--- config.mk ---
export PLATFORM = sky130hd
export DESIGN_NAME = c3n_normalize
export DESIGN_NICKNAME = d
export VERILOG_FILES = /design/src/conv3x3_normalized_macros.svh /design/src/c3n_pkg.sv /design/src/c3n_normalize.sv
export SDC_FILE = /design/constraint.sdc
export NUM_CORES = 2
export LEC_CHECK = 0
export BUFFER_PORTS_ARGS = -buffer_cell sky130_fd_sc_hd__buf_2
export CAP_MARGIN = 10
export CORE_MARGIN = 3
export CORE_UTILIZATION = 45
export DETAILED_ROUTE_END_ITERATION = 10
export PLACE_DENSITY_LB_ADDON = 0.3
export SLEW_MARGIN = 20
export SYNTH_ARGS = -nofsm -noshare
export SYNTH_HDL_FRONTEND = slang
export SYNTH_SLANG_ARGS = --single-unit
--- constraint.sdc ---
create_clock -name clk_i -period 6.38 [get_ports clk_i]
set_input_delay 0.319 -clock clk_i [delete_from_list [all_inputs] [get_ports clk_i]]
set_output_delay 0.319 -clock clk_i [all_outputs]
set_load 0.02 [all_outputs]
--- src/conv3x3_normalized_macros.svh ---
// ---------------------------------------------------------------------------
// conv3x3_normalized assertion macros
// Shared concurrent assertion forms, clocked on clk_i and disabled while
// rst_ni is low.
// ---------------------------------------------------------------------------
`ifndef CONV3X3_NORMALIZED_MACROS_SVH
`define CONV3X3_NORMALIZED_MACROS_SVH

// The consequent must hold in the same cycle as the antecedent.
`define C3N_ASSERT_NOW(label, ante, cons, msg) \
  label: assert property (@(posedge clk_i) disable iff (!rst_ni) (ante) |-> (cons)) \
    else $error(msg);

// The consequent must hold in the cycle after the antecedent.
`define C3N_ASSERT_NEXT(label, ante, cons, msg) \
  label: assert property (@(posedge clk_i) disable iff (!rst_ni) (ante) |=> (cons)) \
    else $error(msg);

`endif

--- src/c3n_pkg.sv ---
`timescale 1ns / 1ps
// ---------------------------------------------------------------------------
// c3n_pkg
// Types and constants shared by the 3x3 convolution blocks.
// ---------------------------------------------------------------------------
package c3n_pkg;

  localparam int unsigned PIX_W      = 8;
  localparam int unsigned COEF_W     = 16;
  localparam int unsigned PROD_W     = 24;
  localparam int unsigned COL_SUM_W  = 26;
  localparam int unsigned SUM_W      = 28;
  localparam int unsigned MAG_W      = 27;
  localparam int unsigned SCALE_W    = 24;
  localparam int unsigned HALF_SCALE_W = 12;
  localparam int unsigned PART_W     = MAG_W + HALF_SCALE_W;
  localparam int unsigned FULL_W     = MAG_W + SCALE_W;
  localparam int unsigned QUOT_W     = FULL_W - 16;
  localparam int unsigned VALUE_W    = 17;
  localparam int unsigned POS_W      = 10;
  localparam int unsigned ROW_W      = 10;
  localparam int unsigned DIM_W      = 11;
  localparam int unsigned KROW_W     = 48;
  localparam int unsigned CFG_IDX_W  = 3;
  localparam int unsigned CFG_DATA_W = 48;
  localparam int unsigned TDATA_W    = 40;

  localparam int unsigned DIM_MIN    = 3;
  localparam int unsigned ROW_LIMIT  = 1024;
  localparam int unsigned VALUE_MAX  = 65535;
  localparam int unsigned ROUND_HALF = 32768;

  localparam logic [DIM_W-1:0] WIDTH_RESET  = 11'd640;
  localparam logic [DIM_W-1:0] HEIGHT_RESET = 11'd480;

  typedef enum logic [CFG_IDX_W-1:0] {
    CFG_IMAGE_WIDTH   = 3'd0,
    CFG_IMAGE_HEIGHT  = 3'd1,
    CFG_KERNEL_TOP    = 3'd2,
    CFG_KERNEL_MIDDLE = 3'd3,
    CFG_KERNEL_BOTTOM = 3'd4,
    CFG_NORM_SCALE    = 3'd5
  } cfg_index_e;

  typedef logic signed [COEF_W-1:0] coef_t;
  typedef coef_t [2:0] coef_col_t;
  typedef logic [2:0][PIX_W-1:0] pix_col_t;

  typedef struct packed {
    logic             valid;
    logic [POS_W-1:0] row;
    logic [POS_W-1:0] col;
    logic             last;
  } meta_t;

endpackage

--- src/c3n_normalize.sv ---
`timescale 1ns / 1ps
// ---------------------------------------------------------------------------
// c3n_normalize
// Scales the window sum by the reciprocal, rounds off the low 16 bits to signed Q16.0 and saturates.
// ---------------------------------------------------------------------------
module c3n_normalize (
  input  logic                                  clk_i,
  input  logic                                  en_i,
  input  logic signed [c3n_pkg::SUM_W-1:0]      sum_i,
  input  logic [c3n_pkg::SCALE_W-1:0]           scale_i,
  output logic signed [c3n_pkg::VALUE_W-1:0]    value_o
);
  import c3n_pkg::*;

  logic signed [SUM_W-1:0]   neg_sum;
  logic [MAG_W-1:0]          mag_q;
  logic                      neg_q [3];
  logic [PART_W-1:0]         part_lo_q;
  logic [PART_W-1:0]         part_hi_q;
  logic [FULL_W-1:0]         full;
  logic [QUOT_W-1:0]         quot_q;
  logic [VALUE_W-1:0]        sat;
  logic signed [VALUE_W-1:0] value_q;

  assign neg_sum = -sum_i;

  always_comb begin
    full = FULL_W'(part_lo_q) + {part_hi_q, {HALF_SCALE_W{1'b0}}} + FULL_W'(ROUND_HALF);
    if (quot_q > QUOT_W'(VALUE_MAX)) begin
      sat = VALUE_W'(VALUE_MAX);
    end else begin
      sat = {1'b0, quot_q[VALUE_W-2:0]};
    end
  end

  always_ff @(posedge clk_i) begin
    if (en_i) begin
      neg_q[0]  <= sum_i[SUM_W-1];
      mag_q     <= sum_i[SUM_W-1] ? neg_sum[MAG_W-1:0] : sum_i[MAG_W-1:0];
      neg_q[1]  <= neg_q[0];
      part_lo_q <= PART_W'(mag_q * scale_i[HALF_SCALE_W-1:0]);
      part_hi_q <= PART_W'(mag_q * scale_i[SCALE_W-1:HALF_SCALE_W]);
      neg_q[2]  <= neg_q[1];
      quot_q    <= full[FULL_W-1:16];
      value_q   <= neg_q[2] ? -$signed(sat) : $signed(sat);
    end
  end

  assign value_o = value_q;

endmodule

==> flow_metrics.tcl <==
set metrics [dict create \
    outcome "finished, final reports clean" \
    io_pins 71 \
    cp.arrival_ns 6.41 \
    gp_congestion 0.898 \
    cp_num_buf_inv 8 \
    max_stage_delay_ns 0.53 \
    synth_flop_cell "edfxtp_1" \
    final_util 0.500 \
    critical-path-top-cell-by-count "fa_1" \
    critical_path_peak_fanout 5 \
    cts_buffer_depth 2 \
    cts-root-buf "clkbuf_16" \
    vias 19367 \
    synth_common_cells "inv_1, nand2_1, fa_1, ha_1, and2_1" \
    yosysWarningCount 0 \
    max_clock_freq_mhz 163 \
    drt_iter0_drc 1227 \
    cts_inserted_buffers 17 \
    drtPass1Iterations 5 \
    end_kind "register" \
    grt_max_degree 79 \
    start_util 0.457 \
    rsz0062_at_grt "yes" \
    yosysTopAreaCell "fa_1" \
    fillers 5389 \
    synthTopCellsByArea "fa_1, edfxtp_1, ha_1" \
    synth_cells 2827 \
    syn_nets 3584 \
    setup_viol 0 \
    drt.antenna.violating_nets 0 \
    nNetsFinal 3652 \
    synth_edf_count 148 \
    netlist.area_leader.share 0.377 \
    crit_type "reg -> reg" \
    layout_min_cycle_time_ns 6.14 \
    critPathSlowestCell "fa_1" \
    first_global_vias 20528 \
    numPortBuffers 70 \
    post_drt_via_cell_ratio 5.27 \
    drc 0 \
    core_area_um2 57900 \
    wl_per_cell_um 17.0 \
    max_cap_violations 0 \
    cts_htree_levels 4 \
    drt_wl_total_mm 62.5 \
    drive_gt1_frac 0.0853 \
    synth.most_common_cell "inv_1" \
    post-dp-hpwl_mm 51.5 \
    yosysUniqueCellTypes 62 \
    fin_crit_sh 0.963 \
    tightest_slew_ns 1.02 \
    worstSkewPairLatency_ns 0.45 \
    hold_path.class "in -> reg" \
    die_area_um2 61800 \
    cp-start-kind "register" \
    dieHeight_um 249 \
    async_reset_ff_frac 0 \
    crit_family "adder cells" \
    hold_violations 0 \
    slew_headroom 0.318 \
    grt-ovfl-total 0 \
    cts_tree "built" \
    syn_area_um2 26500 \
    clock_skew_ns 0.0167 \
    synth_seq_cells 148 \
    die_width_um 249 \
    cts.reportedPaths.clkPinSlew_ns 0.07 \
    synth.avg_cell_area_um2 9.36 \
    yosysSeqAreaShare 0.168 \
    antenna_found_initial 10 \
    cp.required_ns 6.64 \
    maxSlewViolCount 0 \
    grt_pass1_wl_mm 103 \
    cts_sinks 148 \
    area_growth_pct 9.35 \
    rows 88 \
    crit_path_cell_trace "buf_4, buf_4, and2_1, fa_1, inv_1, fa_1, inv_1, fa_1, fa_1, inv_1, fa_1, inv_1, ha_1, a211oi_2, a311oi_2, a221oi_2, o311ai_0, buf_4, a211oi_1, buf_4, or3_1, o211ai_1" \
    track_usage 0.206 \
]
==> registers in the layout, indices dropped and copies added, names as in the netlist <==
signal and count:
mag_q 27, part_lo_q 27, value_o 17, neg_q 3
part_hi_q 39, quot_q 35
==> final timing paths <==
kind	start	to	slack [ns]	cells past startpoint
hold / removal	sum_i[0]	mag_q[0]	0.08	1
setup / recovery	mag_q[4]	part_hi_q[38]	0.24	22
hold reg to reg	neg_q[0][1]	neg_q[0][2]	0.43	0
setup reg to reg	mag_q[4]	part_hi_q[38]	0.24	22
==> layer usage <==
layer  vias to the layer above  part of all wire  track usage
met5                         -            0.0012            0
met4                        10             0.039       0.0765
met3                       142             0.064       0.0407
met2                       636              0.48        0.345
li1                       8811                 -            -
met1                      9768              0.41        0.267
==> final cells by class <==
cell class | instances | area, µm² | area share
Antenna cell | 4 | 10.0 | 0.000346
Clock buffer | 17 | 425 | 0.0147
Clock inverter | 15 | 179 | 0.00618
Inverter | 590 | 2210 | 0.0765
Multi-Input combinational cell | 1951 | 19400 | 0.669
Sequential cell | 148 | 4440 | 0.154
Tap cell | 765 | 957 | 0.0331
Timing Repair Buffer | 187 | 1350 | 0.0467
==> cells in the final DEF, fill, tap and decap left out, types with 6 or more instances in the layout <==
master	Yosys	final
nor4_1	8	8
o21ai_0	46	44
a21o_1	38	38
a211oi_1	7	6
buf_2	1	69
inv_1	590	590
o211ai_1	9	9
o311ai_0	13	12
xnor2_1	78	78
o21a_1	14	14
o21bai_1	11	11
ha_1	204	204
a31oi_1	8	8
clkbuf_16	0	17
nor3_1	25	25
fa_1	499	499
or3_1	15	15
nand2_1	525	525
and2_1	181	181
buf_4	0	107
edfxtp_1	148	148
nand2b_1	10	10
nand4_1	8	8
buf_12	0	9
nand3_1	22	22
nor2b_1	6	6
and3_1	9	9
xor2_1	28	28
a21oi_1	59	58
nor2_1	55	55
==> metrics by stage <==
| step | setup slack [ns] | hold slack, ns | std cells | cell area (µm²) | TNS (ns) |
|---|---|---|---|---|---|
| after detailed placement | -0.211 | 0.419 | 3638 | 28200 | -0.305 |
| after CTS | 0.0221 | 0.0475 | 3670 | 28900 | 0 |
| final | 0.235 | 0.0785 | 3677 | 28900 | 0 |
| after floorplan | 0.327 | 0.400 | 2827 | 26500 | 0 |
| after global routing | -0.0316 | 0.0729 | 3676 | 28900 | -0.0369 |
| after global placement | -0.123 | 0.404 | 3638 | 28200 | -0.242 |
==> logic make-up after synthesis <==
family,synth area share
AOI/OAI and AO/OA,0.0632
buffers and inverters,0.103
DFF,0.168
and+or+nand+nor,0.157
xor gates and xnor gates,0.0351
adders and majority gates,0.474
==> timing repair <==
action                                  in CTS  in global routing
hold buffers                                 0                  0
resized for setup                            3                 13
setup buffers                                0                  3
endpoints found under the setup margin       2                 21
pin swaps                                    0                  4
Power is left out: the tool's default activity adds up to more than one toggle a clock period on the data nets, which glitch-free logic cannot reach.
