--- src/conv3x3_normalized_macros.svh ---
// ---------------------------------------------------------------------------
// conv3x3_normalized assertion macros
// Shared concurrent assertion forms, clocked on clk_i and disabled while
// rst_ni is low.
// ---------------------------------------------------------------------------
`ifndef CONV3X3_NORMALIZED_MACROS_SVH
`define CONV3X3_NORMALIZED_MACROS_SVH

// The consequent must hold in the same cycle as the antecedent.
`define C3N_ASSERT_NOW(label, ante, cons, msg) \
  label: assert property (@(posedge clk_i) disable iff (!rst_ni) (ante) |-> (cons)) \
    else $error(msg);

// The consequent must hold in the cycle after the antecedent.
`define C3N_ASSERT_NEXT(label, ante, cons, msg) \
  label: assert property (@(posedge clk_i) disable iff (!rst_ni) (ante) |=> (cons)) \
    else $error(msg);

`endif

--- src/c3n_pkg.sv ---
`timescale 1ns / 1ps
// ---------------------------------------------------------------------------
// c3n_pkg
// Types and constants shared by the 3x3 convolution blocks.
// ---------------------------------------------------------------------------
package c3n_pkg;

  localparam int unsigned PIX_W      = 8;
  localparam int unsigned COEF_W     = 16;
  localparam int unsigned PROD_W     = 24;
  localparam int unsigned COL_SUM_W  = 26;
  localparam int unsigned SUM_W      = 28;
  localparam int unsigned MAG_W      = 27;
  localparam int unsigned SCALE_W    = 24;
  localparam int unsigned HALF_SCALE_W = 12;
  localparam int unsigned PART_W     = MAG_W + HALF_SCALE_W;
  localparam int unsigned FULL_W     = MAG_W + SCALE_W;
  localparam int unsigned QUOT_W     = FULL_W - 16;
  localparam int unsigned VALUE_W    = 17;
  localparam int unsigned POS_W      = 10;
  localparam int unsigned ROW_W      = 10;
  localparam int unsigned DIM_W      = 11;
  localparam int unsigned KROW_W     = 48;
  localparam int unsigned CFG_IDX_W  = 3;
  localparam int unsigned CFG_DATA_W = 48;
  localparam int unsigned TDATA_W    = 40;

  localparam int unsigned DIM_MIN    = 3;
  localparam int unsigned ROW_LIMIT  = 1024;
  localparam int unsigned VALUE_MAX  = 65535;
  localparam int unsigned ROUND_HALF = 32768;

  localparam logic [DIM_W-1:0] WIDTH_RESET  = 11'd640;
  localparam logic [DIM_W-1:0] HEIGHT_RESET = 11'd480;

  typedef enum logic [CFG_IDX_W-1:0] {
    CFG_IMAGE_WIDTH   = 3'd0,
    CFG_IMAGE_HEIGHT  = 3'd1,
    CFG_KERNEL_TOP    = 3'd2,
    CFG_KERNEL_MIDDLE = 3'd3,
    CFG_KERNEL_BOTTOM = 3'd4,
    CFG_NORM_SCALE    = 3'd5
  } cfg_index_e;

  typedef logic signed [COEF_W-1:0] coef_t;
  typedef coef_t [2:0] coef_col_t;
  typedef logic [2:0][PIX_W-1:0] pix_col_t;

  typedef struct packed {
    logic             valid;
    logic [POS_W-1:0] row;
    logic [POS_W-1:0] col;
    logic             last;
  } meta_t;

endpackage

--- src/c3n_cell.sv ---
`timescale 1ns / 1ps
// ---------------------------------------------------------------------------
// c3n_cell
// One column of the 3x3 window with its three products and column sum.
// ---------------------------------------------------------------------------
module c3n_cell (
  input  logic                                        clk_i,
  input  logic                                        rst_ni,
  input  logic                                        en_i,
  input  logic                                        shift_i,
  input  c3n_pkg::pix_col_t                           col_i,
  input  c3n_pkg::coef_col_t                          coef_i,
  output c3n_pkg::pix_col_t                           col_o,
  output logic signed [c3n_pkg::COL_SUM_W-1:0]        sum_o
);
  import c3n_pkg::*;

  pix_col_t                    pix_q;
  logic signed [PROD_W-1:0]    prod_q [3];
  logic signed [PROD_W-1:0]    prod_d [3];
  logic signed [COL_SUM_W-1:0] sum_q;

  always_comb begin
    for (int a = 0; a < 3; a++) begin
      prod_d[a] = PROD_W'($signed({1'b0, pix_q[a]}) * coef_i[a]);
    end
  end

  always_ff @(posedge clk_i or negedge rst_ni) begin
    if (!rst_ni) begin
      pix_q <= '0;
    end else if (en_i && shift_i) begin
      pix_q <= col_i;
    end
  end

  always_ff @(posedge clk_i) begin
    if (en_i) begin
      for (int a = 0; a < 3; a++) begin
        prod_q[a] <= prod_d[a];
      end
      sum_q <= COL_SUM_W'(prod_q[0]) + COL_SUM_W'(prod_q[1]) + COL_SUM_W'(prod_q[2]);
    end
  end

  assign col_o = pix_q;
  assign sum_o = sum_q;

endmodule

--- config.mk ---
export PLATFORM = sky130hd
export DESIGN_NAME = c3n_cell
export DESIGN_NICKNAME = d
export VERILOG_FILES = /design/src/conv3x3_normalized_macros.svh /design/src/c3n_pkg.sv /design/src/c3n_cell.sv
export SDC_FILE = /design/constraint.sdc
export NUM_CORES = 1
export LEC_CHECK = 0
export BUFFER_PORTS_ARGS = -buffer_cell sky130_fd_sc_hd__buf_4
export CORE_UTILIZATION = 30
export CTS_CLUSTER_SIZE = 24
export DETAILED_ROUTE_END_ITERATION = 16
export GPL_ROUTABILITY_DRIVEN = 0
export GPL_TIMING_DRIVEN = 0
export PLACE_DENSITY = 0.42
export SYNTH_ARGS = -nofsm -noshare
export SYNTH_HDL_FRONTEND = slang
export SYNTH_SLANG_ARGS = --single-unit
--- constraint.sdc ---
create_clock -name clk_i -period 15.1 [get_ports clk_i]
set_input_delay 2.265 -clock clk_i [delete_from_list [all_inputs] [get_ports clk_i]]
set_output_delay 2.265 -clock clk_i [all_outputs]
set_load 0.02 [all_outputs]
==> summary.md <==
| Metric | Value |
|---|---|
| Post-synth EDFFs | 98 |
| RR Startpoint | col_o[17] |
| Ports | 126 |
| Min Tclk post-route | 6.68 ns |
| Clk buf depth | 2 |
| WL per Instance | 15.8 um |
| Post-Synth Simple-Gate Area | 0.136 |
| Synth Net Count | 2546 |
| WP data arrival | 6.95 ns |
| WL final | 46900 um |
| Final setup violation count | 0 |
| Worst-Margin Slew | 1.27 ns |
| Flop2flop setup slack | 9.25 ns |
| Hold Path Class | reg -> reg |
| Worst-path clk slew | 0.07 ns |
| Die footprint | 64300 sq um |
| Antenna violations before repair | 1 |
| Hold buffer count at CTS | 0 |
| Vias in the first global route | 14.3k |
| RSZ-0062 raised after global routing | no |
| Largest family of logic cells by synthesized area | adder cells |
| CTS tree | built |
| Hold EP | col_o[6] |
| CP required | 15.36 ns |
| R2r endpoint | prod_q[0][69] |
| DRT antenna net count | 0 |
| Mux contribution to synthesized area | 0.0153 |
| Setup TNS | 0 ns |
| Clock Latency Late Sink | 0.47 ns |
| Number of remaining DRC errors | 0 |
| Area share of fa/ha/maj cells after synthesis | 0.451 |
| Via Count | 13.4k |
| Xor-xnor portion of the synthesized cell area | 0.0392 |
| Detailed Route Iter0 Violations | 688 |
| Flops & latches, synth | 122 |
| Synth area leaders | fa_1 (34%), edfxtp_1 (15%), ha_1 (11%) |
| Synth warn | 0 |
| Grt total ovfl | 0 |
| Synth unique cells | 57 |
| H-tree depth | 4 |
| CTS buffer count | 17 |
| Final worst-path cycle share | 0.443 |
| Max transition margin | 0.150 |
| Setup crit start kind | input port |
| Via-per-instance ratio | 4.50 |
| Post-synthesis sequential area ratio | 0.187 |
| IO Port Bufs | 122 |
| Status | complete, no violations |
| NumNets Final | 2687 |
| Fmax | 0.150 GHz |
| GRT Util Overall | 0.159 |
| WS Path Type | in -> reg |
| Area grow syn2layout | 13.3% |
| Worst-path fanout max | 8 |
| Top FF cell, synth | edfxtp_1 |
| First-pass DRT Iterations | 5 |
| Final Hold Fails | 0 |
| Sink Count | 122 |
| Worst hold start | col_o[6] |
| Mapped Area | 19000 sq um |
| Rows | 91 |
| Core area | 62200 sq um |
| Root buffer cell | clkbuf_16 |
| Post-CTS setup buffers | 0 |
| Post-synth top area share | 0.342 |
| Gate Count Post-Synth | 1980 |
| First-pass GRT wire length | 78600 um |
| Synthesized area per cell | 9.60 sq um |
| Die height | 254 um |
| Max_cap viols | 0 |
| Synth Area in Compound Gates | 0.0693 |
| Pin count of the biggest net entering global routing | 100 |
| Crit end category | flop |
| Final clock skew | 0.0201 ns |
| Hold path depth | 1 |
| Max-slew violations | 0 |
| Initial core utilization | 0.306 |
| R2R depth | 18 |
| Largest area contributor in the netlist | fa_1 |
| Share of layout cells above drive strength 1 | 0.0881 |
| Post-detail-place hpwl | 39200 um |
| Post-CTS Resized | 0 |
| Die X | 254 um |
| Asr flop ratio synth | 0.197 |
## state kept, by name, indices dropped and copies added (netlist names)
signal  flops
prod_q     72
col_o      24
sum_o      26
## cells in the mapped netlist (all sizes together) (6+ instances only)
| master | n |
|---|---|
| and3 | 6 |
| nand2 | 251 |
| o21ai | 38 |
| edfxtp | 98 |
| ha | 165 |
| and2 | 176 |
| nor3 | 15 |
| nor2 | 34 |
| nand3 | 16 |
| dfrtp | 24 |
| clkbuf | 40 |
| inv | 480 |
| a21o | 28 |
| a21oi | 70 |
| xnor2 | 65 |
| nor2b | 9 |
| o21a | 8 |
| xor2 | 20 |
| mux2 | 24 |
| o211ai | 7 |
| fa | 325 |
| o21bai | 15 |
| a211oi | 13 |
## logic make-up (layout without fill, tap and decap cells)
| logic type | after synthesis | after routing |
|---|---|---|
| compound gates | 207 | 207 |
| xor+xnor | 85 | 85 |
| fa+ha+maj | 490 | 490 |
| buf+inv | 521 | 675 |
| flops | 122 | 122 |
| mux | 26 | 26 |
| other cells | 0 | 1 |
| simple gates | 529 | 529 |
## metal layers
metal	track usage	routed length, um
met1	0.223	22800
met2	0.255	22000
met3	0.0271	1650
met4	0.0325	578
met5	0	0
## worst max-delay path, stage by stage
cell and delay (ns):
clkbuf_1 0.28, nand2_1 0.20, inv_1 0.12, fa_1 0.45
fa_1 0.53, fa_1 0.55, inv_1 0.05, fa_1 0.48
inv_1 0.05, ha_1 0.26, clkbuf_1 0.19, a211o_1 0.34
or3_1 0.30, o21ai_1 0.09, o21a_2 0.22, or4b_1 0.45
o311ai_1 0.12
## worst max-delay path by stage
stage | slack (ns) | from | end | cells after the start
after floorplan | 8.42 | coef_i[47] | prod_q[0][69] | 17
after global placement | 7.97 | coef_i[47] | prod_q[0][69] | 17
after detailed placement | 7.93 | coef_i[47] | prod_q[0][69] | 17
after CTS | 8.43 | coef_i[47] | prod_q[0][69] | 17
after global routing | 8.15 | coef_i[47] | prod_q[0][69] | 18
final | 8.42 | coef_i[47] | prod_q[0][69] | 17
## metrics by stage
| step | cells | util | area (sq um) | hold slack [ns] | setup WS [ns] |
|---|---|---|---|---|---|
| final | 2972 | 0.346 | 21500 | 0.737 | 8.42 |
| after global routing | 2971 | 0.346 | 21500 | 0.761 | 8.15 |
| after CTS | 2971 | 0.346 | 21500 | 0.736 | 8.43 |
| after detailed placement | 2939 | 0.337 | 21000 | 0.720 | 7.93 |
| after global placement | 2939 | 0.337 | 21000 | 0.717 | 7.97 |
| after floorplan | 1980 | - | 19000 | 0.680 | 8.42 |
## layout make-up
class | instances | area, sq um
antenna | 1 | 2.50
buffer | 41 | 154
clock buffer | 17 | 425
clock inverter | 15 | 141
fill | 6589 | 40600
inverter | 480 | 1800
multi-input combinational | 1337 | 13500
sequential | 122 | 3540
tap | 837 | 1050
timing repair buffer | 122 | 916
## cell usage in the layout (no fill, tap or decap), types with 3 or more instances in the layout
cell / count
nor4_1: 3
or3_1: 3
inv_1: 480
edfxtp_1: 98
nand4_1: 4
fa_1: 325
o21bai_1: 15
buf_4: 122
mux2_2: 24
a2111oi_0: 3
clkbuf_16: 17
o211ai_1: 7
a211oi_1: 12
nand2b_1: 4
dfrtp_1: 24
clkbuf_1: 40
a21o_1: 27
and3_1: 5
ha_1: 165
nand3_1: 16
nor3_1: 15
xnor2_1: 65
inv_6: 4
nor2_1: 34
o21a_1: 7
a21oi_1: 70
nand2_1: 251
clkinv_4: 5
xor2_1: 20
o21ai_1: 3
o21ai_0: 35
and2_1: 176
nor2b_1: 9
a31oi_1: 5
Power is not shown: default switching activity piles up to over one toggle a cycle in this logic, so the estimate is an artifact.
